### src/sti_pkg.sv
// ----------------------------------------------------------------------------
// sti_pkg
// Types and codes shared by the sorted table and its cells.
// ----------------------------------------------------------------------------
package sti_pkg;

  // Operation codes carried in the mode field
  localparam logic MODE_INSERT = 1'b0;
  localparam logic MODE_DELETE = 1'b1;

  // Result status codes
  localparam logic [2:0] ST_INSERTED  = 3'd0;
  localparam logic [2:0] ST_DELETED   = 3'd1;
  localparam logic [2:0] ST_NOT_FOUND = 3'd2;
  localparam logic [2:0] ST_EMPTY     = 3'd3;
  localparam logic [2:0] ST_FULL      = 3'd4;

  // Input item
  typedef struct packed {
    logic               mode;
    logic signed [31:0] value;
  } in_t;

  // Result item
  typedef struct packed {
    logic [2:0]         status;
    logic [4:0]         count;
    logic signed [31:0] smallest;
  } out_t;

  // Control broadcast from the top level to every cell
  typedef struct packed {
    logic               ins;
    logic               del;
    logic signed [31:0] key;
  } ctrl_t;

endpackage

### src/sti_cell.sv
// ----------------------------------------------------------------------------
// sti_cell
// One table slot: compares its entry against the key and shifts toward or
// away from its neighbors on insert and delete.
// ----------------------------------------------------------------------------
module sti_cell (
  input  logic               clk,
  input  sti_pkg::ctrl_t     ctrl,
  input  logic               occ,
  input  logic               left_flag,
  input  logic signed [31:0] left_ent,
  input  logic signed [31:0] right_ent,
  output logic               ins_flag,
  output logic               match,
  output logic signed [31:0] ent,
  output logic signed [31:0] ent_nxt
);

  logic signed [31:0] ent_r;
  logic               del_flag;

  // Mark cells at or past the insert point (first entry greater than key)
  // and at or past the delete point (first entry not smaller than key)
  assign ins_flag = !occ || (ent_r > ctrl.key);
  assign del_flag = !occ || (ent_r >= ctrl.key);
  assign match    = occ && (ent_r == ctrl.key);

  // Take the key, shift right from the left neighbor, or pull from the right
  always_comb begin
    ent_nxt = ent_r;
    if (ctrl.ins && ins_flag) begin
      ent_nxt = left_flag ? left_ent : ctrl.key;
    end else if (ctrl.del && del_flag) begin
      ent_nxt = right_ent;
    end
  end

  always_ff @(posedge clk) begin
    ent_r <= ent_nxt;
  end

  assign ent = ent_r;

endmodule

### src/sorted_table_insert_delete.sv
// ----------------------------------------------------------------------------
// sorted_table_insert_delete
// Bounded table of signed 32-bit values kept in ascending order.
// ----------------------------------------------------------------------------
// Usage:
//   Input channel: drive in_item and raise start; the item is taken at the
//   edge where start is high and busy is low. busy stays low, so an item
//   can be given every cycle.
//   mode insert places the value after all stored values not greater than
//   it; mode delete removes the first stored value equal to the key.
//   Result channel: out_valid pulses for one cycle, in the cycle after the
//   item is taken, with status, the new count and the smallest value
//   (zero when the table is empty). The receiver cannot stall.
//   Throughput is 1 item per cycle: every cell compares
//   its entry to the key in parallel and shifts in the same cycle, so the
//   compare plus the neighbor shift through the row sets the clock.
//   Reset empties the table (count zero); entry contents are not cleared
//   and are never read above the count.
// ----------------------------------------------------------------------------
module sorted_table_insert_delete #(
  parameter int DEPTH = 16
) (
  input  logic          clk,
  input  logic          rst_n,
  input  logic          start,
  output logic          busy,
  input  sti_pkg::in_t  in_item,
  output logic          out_valid,
  output sti_pkg::out_t out_item
);

  localparam int CW = $clog2(DEPTH + 1);

  logic [CW-1:0]      count_r;
  logic [CW-1:0]      count_nxt;
  logic               out_valid_r;
  sti_pkg::out_t      out_item_r;
  sti_pkg::out_t      out_item_nxt;
  sti_pkg::ctrl_t     ctrl;

  logic [DEPTH-1:0]   ins_flag;
  logic [DEPTH-1:0]   match;
  logic signed [31:0] ent     [DEPTH];
  logic signed [31:0] ent_nxt [DEPTH];

  logic               accept;
  logic               full;
  logic               empty;
  logic               found;
  logic [CW+4:0]      count_ext;

  assign busy   = 1'b0;
  assign accept = start && !busy;
  assign full   = (count_r == CW'(DEPTH));
  assign empty  = (count_r == '0);
  assign found  = |match;

  // Broadcast the operation to the row of cells
  assign ctrl.key = in_item.value;
  assign ctrl.ins = accept && (in_item.mode == sti_pkg::MODE_INSERT) && !full;
  assign ctrl.del = accept && (in_item.mode == sti_pkg::MODE_DELETE) && found;

  // Build the row; each cell sees its neighbors' entries and its left neighbor's flag
  for (genvar i = 0; i < DEPTH; i++) begin : g_cell
    logic               left_flag;
    logic signed [31:0] left_ent;
    logic signed [31:0] right_ent;

    if (i == 0) begin : g_first
      assign left_flag = 1'b0;
      assign left_ent  = ent[0];
    end else begin : g_mid
      assign left_flag = ins_flag[i-1];
      assign left_ent  = ent[i-1];
    end

    if (i == DEPTH - 1) begin : g_last
      assign right_ent = ent[i];
    end else begin : g_nlast
      assign right_ent = ent[i+1];
    end

    sti_cell u_cell (
      .clk       (clk),
      .ctrl      (ctrl),
      .occ       (CW'(i) < count_r),
      .left_flag (left_flag),
      .left_ent  (left_ent),
      .right_ent (right_ent),
      .ins_flag  (ins_flag[i]),
      .match     (match[i]),
      .ent       (ent[i]),
      .ent_nxt   (ent_nxt[i])
    );
  end

  // Update the count and form the result
  always_comb begin
    count_nxt = count_r;
    if (ctrl.ins) begin
      count_nxt = count_r + CW'(1);
    end else if (ctrl.del) begin
      count_nxt = count_r - CW'(1);
    end
  end

  assign count_ext = {5'd0, count_nxt};

  always_comb begin
    out_item_nxt.count    = count_ext[4:0];
    out_item_nxt.smallest = (count_nxt != '0) ? ent_nxt[0] : 32'sd0;
    if (in_item.mode == sti_pkg::MODE_INSERT) begin
      out_item_nxt.status = full ? sti_pkg::ST_FULL : sti_pkg::ST_INSERTED;
    end else if (empty) begin
      out_item_nxt.status = sti_pkg::ST_EMPTY;
    end else if (found) begin
      out_item_nxt.status = sti_pkg::ST_DELETED;
    end else begin
      out_item_nxt.status = sti_pkg::ST_NOT_FOUND;
    end
  end

  // Hold control state; clear on reset
  always_ff @(posedge clk) begin
    if (!rst_n) begin
      count_r     <= '0;
      out_valid_r <= 1'b0;
    end else begin
      count_r     <= count_nxt;
      out_valid_r <= accept;
    end
  end

  // Capture the result payload with each item
  always_ff @(posedge clk) begin
    if (accept) begin
      out_item_r <= out_item_nxt;
    end
  end

  assign out_valid = out_valid_r;
  assign out_item  = out_item_r;

endmodule

### config.mk
export PLATFORM = sky130hd
export DESIGN_NAME = sorted_table_insert_delete
export DESIGN_NICKNAME = d
export VERILOG_FILES = /design/src/sti_pkg.sv /design/src/sti_cell.sv /design/src/sorted_table_insert_delete.sv
export SDC_FILE = /design/constraint.sdc
export NUM_CORES = 2
export LEC_CHECK = 0
export CORE_UTILIZATION = 60
export DETAILED_ROUTE_END_ITERATION = 12
export DONT_BUFFER_PORTS = 1
export PLACE_DENSITY_LB_ADDON = 0.3
export SLEW_MARGIN = 25
export SYNTH_ARGS = -nofsm -noshare
export SYNTH_HDL_FRONTEND = slang
export SYNTH_SLANG_ARGS = --single-unit
### constraint.sdc
create_clock -name clk -period 7.8 [get_ports clk]
set_clock_uncertainty 0.15 [all_clocks]
set_input_delay 0.78 -clock clk [delete_from_list [all_inputs] [get_ports clk]]
set_output_delay 0.78 -clock clk [all_outputs]
set_load 0.02 [all_outputs]
==> results.sh <==
export IMPL_min_from="start"
export IMPL_arrival_ps=5640
export IMPL_rr_endpoint="g_cell[10].u_cell.ent[28]"
export IMPL_hold_ws_ps=128
export IMPL_slew_violations=0
export IMPL_synth_seq_cells=558
export IMPL_initial_core_util_pct=61.1
export IMPL_portBuffers=0
export IMPL_drive_gt1_share_pct=11.1
export IMPL_syn_to_final_growth_pct=7.67
export IMPL_startpoint_type="input pin"
export IMPL_fmax_mhz=181
export IMPL_critPathMaxStageDelay_ps=820
export IMPL_dieArea_um2=67000
export IMPL_powerDensity_nw_per_um2=192
export IMPL_irDropWorstVdd_mv=0.105
export IMPL_crit_type="in -> reg"
export IMPL_critPathSlowestCell="and2_1"
export IMPL_grt_overflow=0
export IMPL_top_layer="met4"
export IMPL_die_width_um=259
export IMPL_drc=0
export IMPL_synth_flop_cell="edfxtp_1"
export IMPL_wl_met1_mm=47.4
export IMPL_syn_nets=4313
export IMPL_die_height_um=259
export IMPL_seq_area_frac_synth_pct=41.4
export IMPL_antenna_found_initial=0
export IMPL_tightestPinTransition_ps=1060
export IMPL_async_flop_share_pct=0
export IMPL_numCtsBuffers=67
export IMPL_hold_buffers=0
export IMPL_nNetsFinal=4231
export IMPL_core_area_um2=64800
export IMPL_rsz0062_at_grt="no"
export IMPL_tns_ps=0
export IMPL_p_leak_nw=17.5
export IMPL_syn_inst=3761
export IMPL_layout_common_cells="edfxtp_1 (520), ha_1 (516), a21oi_1 (475)"
export IMPL_cts_sinks=558
export IMPL_final_setup_viol_count=0
export IMPL_status="finished clean"
export IMPL_worst_ep_required_time_ps=7920
export IMPL_drt_iter0_markers=3453
export IMPL_antennaDiodeCount=0
export IMPL_cap_violations=0
export IMPL_synth_edff_count=520
export IMPL_vias=30500
export IMPL_rows=93
export IMPL_io_pins=78
export IMPL_cts_resized=0
export IMPL_cp_max_fo=19
export IMPL_track_usage_pct=32.8
export IMPL_grt_pass1_vias=29100
export IMPL_dp_hpwl_mm=82.8
export IMPL_ff2ff_setup_slack_ps=2510
export IMPL_grt_max_degree=66
export IMPL_final_common_cell="edfxtp_1"
export IMPL_place_area_um2=40400
export IMPL_cts_tree="yes"
export IMPL_grt_pass1_wl_mm=172
export IMPL_postLayoutCellArea_um2=42600
export IMPL_hold_violations=0
export IMPL_cp_end_kind="register"
export IMPL_insertion_delay_ps=610
export IMPL_yosys_warnings=0
export IMPL_postCtsSetupBuffers=0
export IMPL_ant_nets=0
export IMPL_ys_types=73
export IMPL_first_pass_iters=5
export IMPL_hp_class="in -> reg"
export IMPL_reg2reg_from="count_r[2]"
export IMPL_root_buffer="clkbuf_16"
export IMPL_cpLargestDelayFamily="simple AND/OR/NAND/NOR gates"
export IMPL_whs_endpoint="out_item[5]"
export IMPL_slew_headroom_pct=29.2
export IMPL_fin_crit_ps=5520
export IMPL_clock_path_buffers=3
export IMPL_cts_reportedPaths_clkPinSlew_ps=60
export IMPL_gp_congestion=1.03
export IMPL_drt_total_wl_mm=110
export IMPL_syn_area_per_cell_um2=10.5
export IMPL_path_cells="inv_1, ha_1, nand4_1, nor4_2, nand3_1, o2111ai_1, nor3b_1, and2_4, a211oi_4, and2_1, buf_4"
export IMPL_wire_per_inst_um=24.1
export IMPL_holdPathStages=0
export IMPL_reg2reg_depth=9
export IMPL_routed_wl_met2_mm=49.6
export IMPL_finalCritPeriodShare_pct=70.8
export IMPL_routed_wl_met3_mm=8.89
export IMPL_crit_buf_inv=2
export IMPL_htreeDepth=3
export IMPL_viasPerCell=6.65
export IMPL_syn_area_um2=39600
[stage by stage]
stage	cells	setup slack [ps]	total power, W	util, %
6_report	4583	2280	0.00819	65.8
5_1_grt	4583	2280	0.00850	65.8
4_1_cts	4582	2110	0.00820	65.7
3_5_place_dp	4464	1480	0.00506	62.4
3_3_place_gp	4463	1550	0.00502	62.3
2_1_floorplan	3761	2100	0.00470	-
[Yosys cell counts (19+ instances only)]
cell | n | share of area [%]
edfxtp_1 | 520 | 39
ha_1 | 516 | 16
a21oi_1 | 482 | 6.1
nor2_1 | 358 | 3.4
mux2i_1 | 314 | 7.9
o21ai_0 | 214 | 2.7
nand2_1 | 211 | 2.0
mux2_2 | 189 | 5.4
a21o_1 | 184 | 3.5
clkbuf_1 | 145 | 1.4
nand4_1 | 130 | 2.1
inv_1 | 62 | 0.59
o21a_1 | 41 | 0.78
dfxtp_1 | 38 | 1.9
buf_2 | 37 | 0.47
a211oi_1 | 27 | 0.51
nor2b_1 | 22 | 0.35
and2_1 | 19 | 0.30
[metal layers]
metal | track usage (%) | up-vias
met5 | 0 | -
met4 | 13.5 | 0
met3 | 5.19 | 253
met2 | 51.0 | 1407
met1 | 45.7 | 14700
li1 | - | 14100
[cells by family (layout without fill, tap and decap cells)]
group / count (synthesis) / in the layout / synth area share, %
buffers and inverters: 268 / 235 / 2.76
multiplexers: 503 / 503 / 13.3
adder cells (fa/ha/maj): 516 / 516 / 16.3
XOR/XNOR: 3 / 3 / 0.0664
flip-flops: 558 / 558 / 41.4
other: 1 / 1 / 0.00947
AND/OR/NAND/NOR: 866 / 866 / 10.4
AO/OA/AOI/OAI: 1046 / 1046 / 15.7
[power breakdown]
group | leakage [nW] | total (W) | internal (W) | switching [W]
Clock | 1.06 | 0.00315 | 0.00187 | 0.00128
Combinational | 11.2 | 0.00130 | 0.000533 | 0.000765
Sequential | 5.21 | 0.00374 | 0.00353 | 0.000211
Total | 17.5 | 0.00819 | 0.00593 | 0.00226
[final cells by class]
cell class                 count  area, um^2
clock buffer                  91        1940
clock inverter                27         239
fill                        4989       22200
inverter                      63         236
multi-input combinational   2935       22300
sequential                   558       16400
tap                          855        1070
timing repair buffer          54         425
[state kept, by name, indices dropped and copies added, names as in the netlist]
signal / cells
count_r: 5
g_cell.u_cell.ent: 512
out_valid: 1
out_item: 40
[worst max path at each step]
stage | endpoint | start | depth (start not counted) | slack [ps]
floorplan | g_cell[2].u_cell.ent[0] | in_item[27] | 11 | 2100
global placement | out_item[25] | in_item[31] | 13 | 1550
detailed placement | out_item[19] | in_item[31] | 13 | 1480
CTS | out_item[20] | in_item[31] | 13 | 2110
global route | g_cell[10].u_cell.ent[19] | in_item[31] | 11 | 2280
finish | g_cell[10].u_cell.ent[28] | in_item[31] | 11 | 2280
[worst register-to-register path, stage by stage, from the launching register on]
cell	delay [ps]
dfxtp_1	800
nand2_1	260
o21ai_1	760
nand3_1	450
o2111ai_1	300
nor4_2	130
and2_4	180
a211oi_4	670
and2_1	830
buf_4	420
Note: power is estimated with default switching activity, not from simulation.
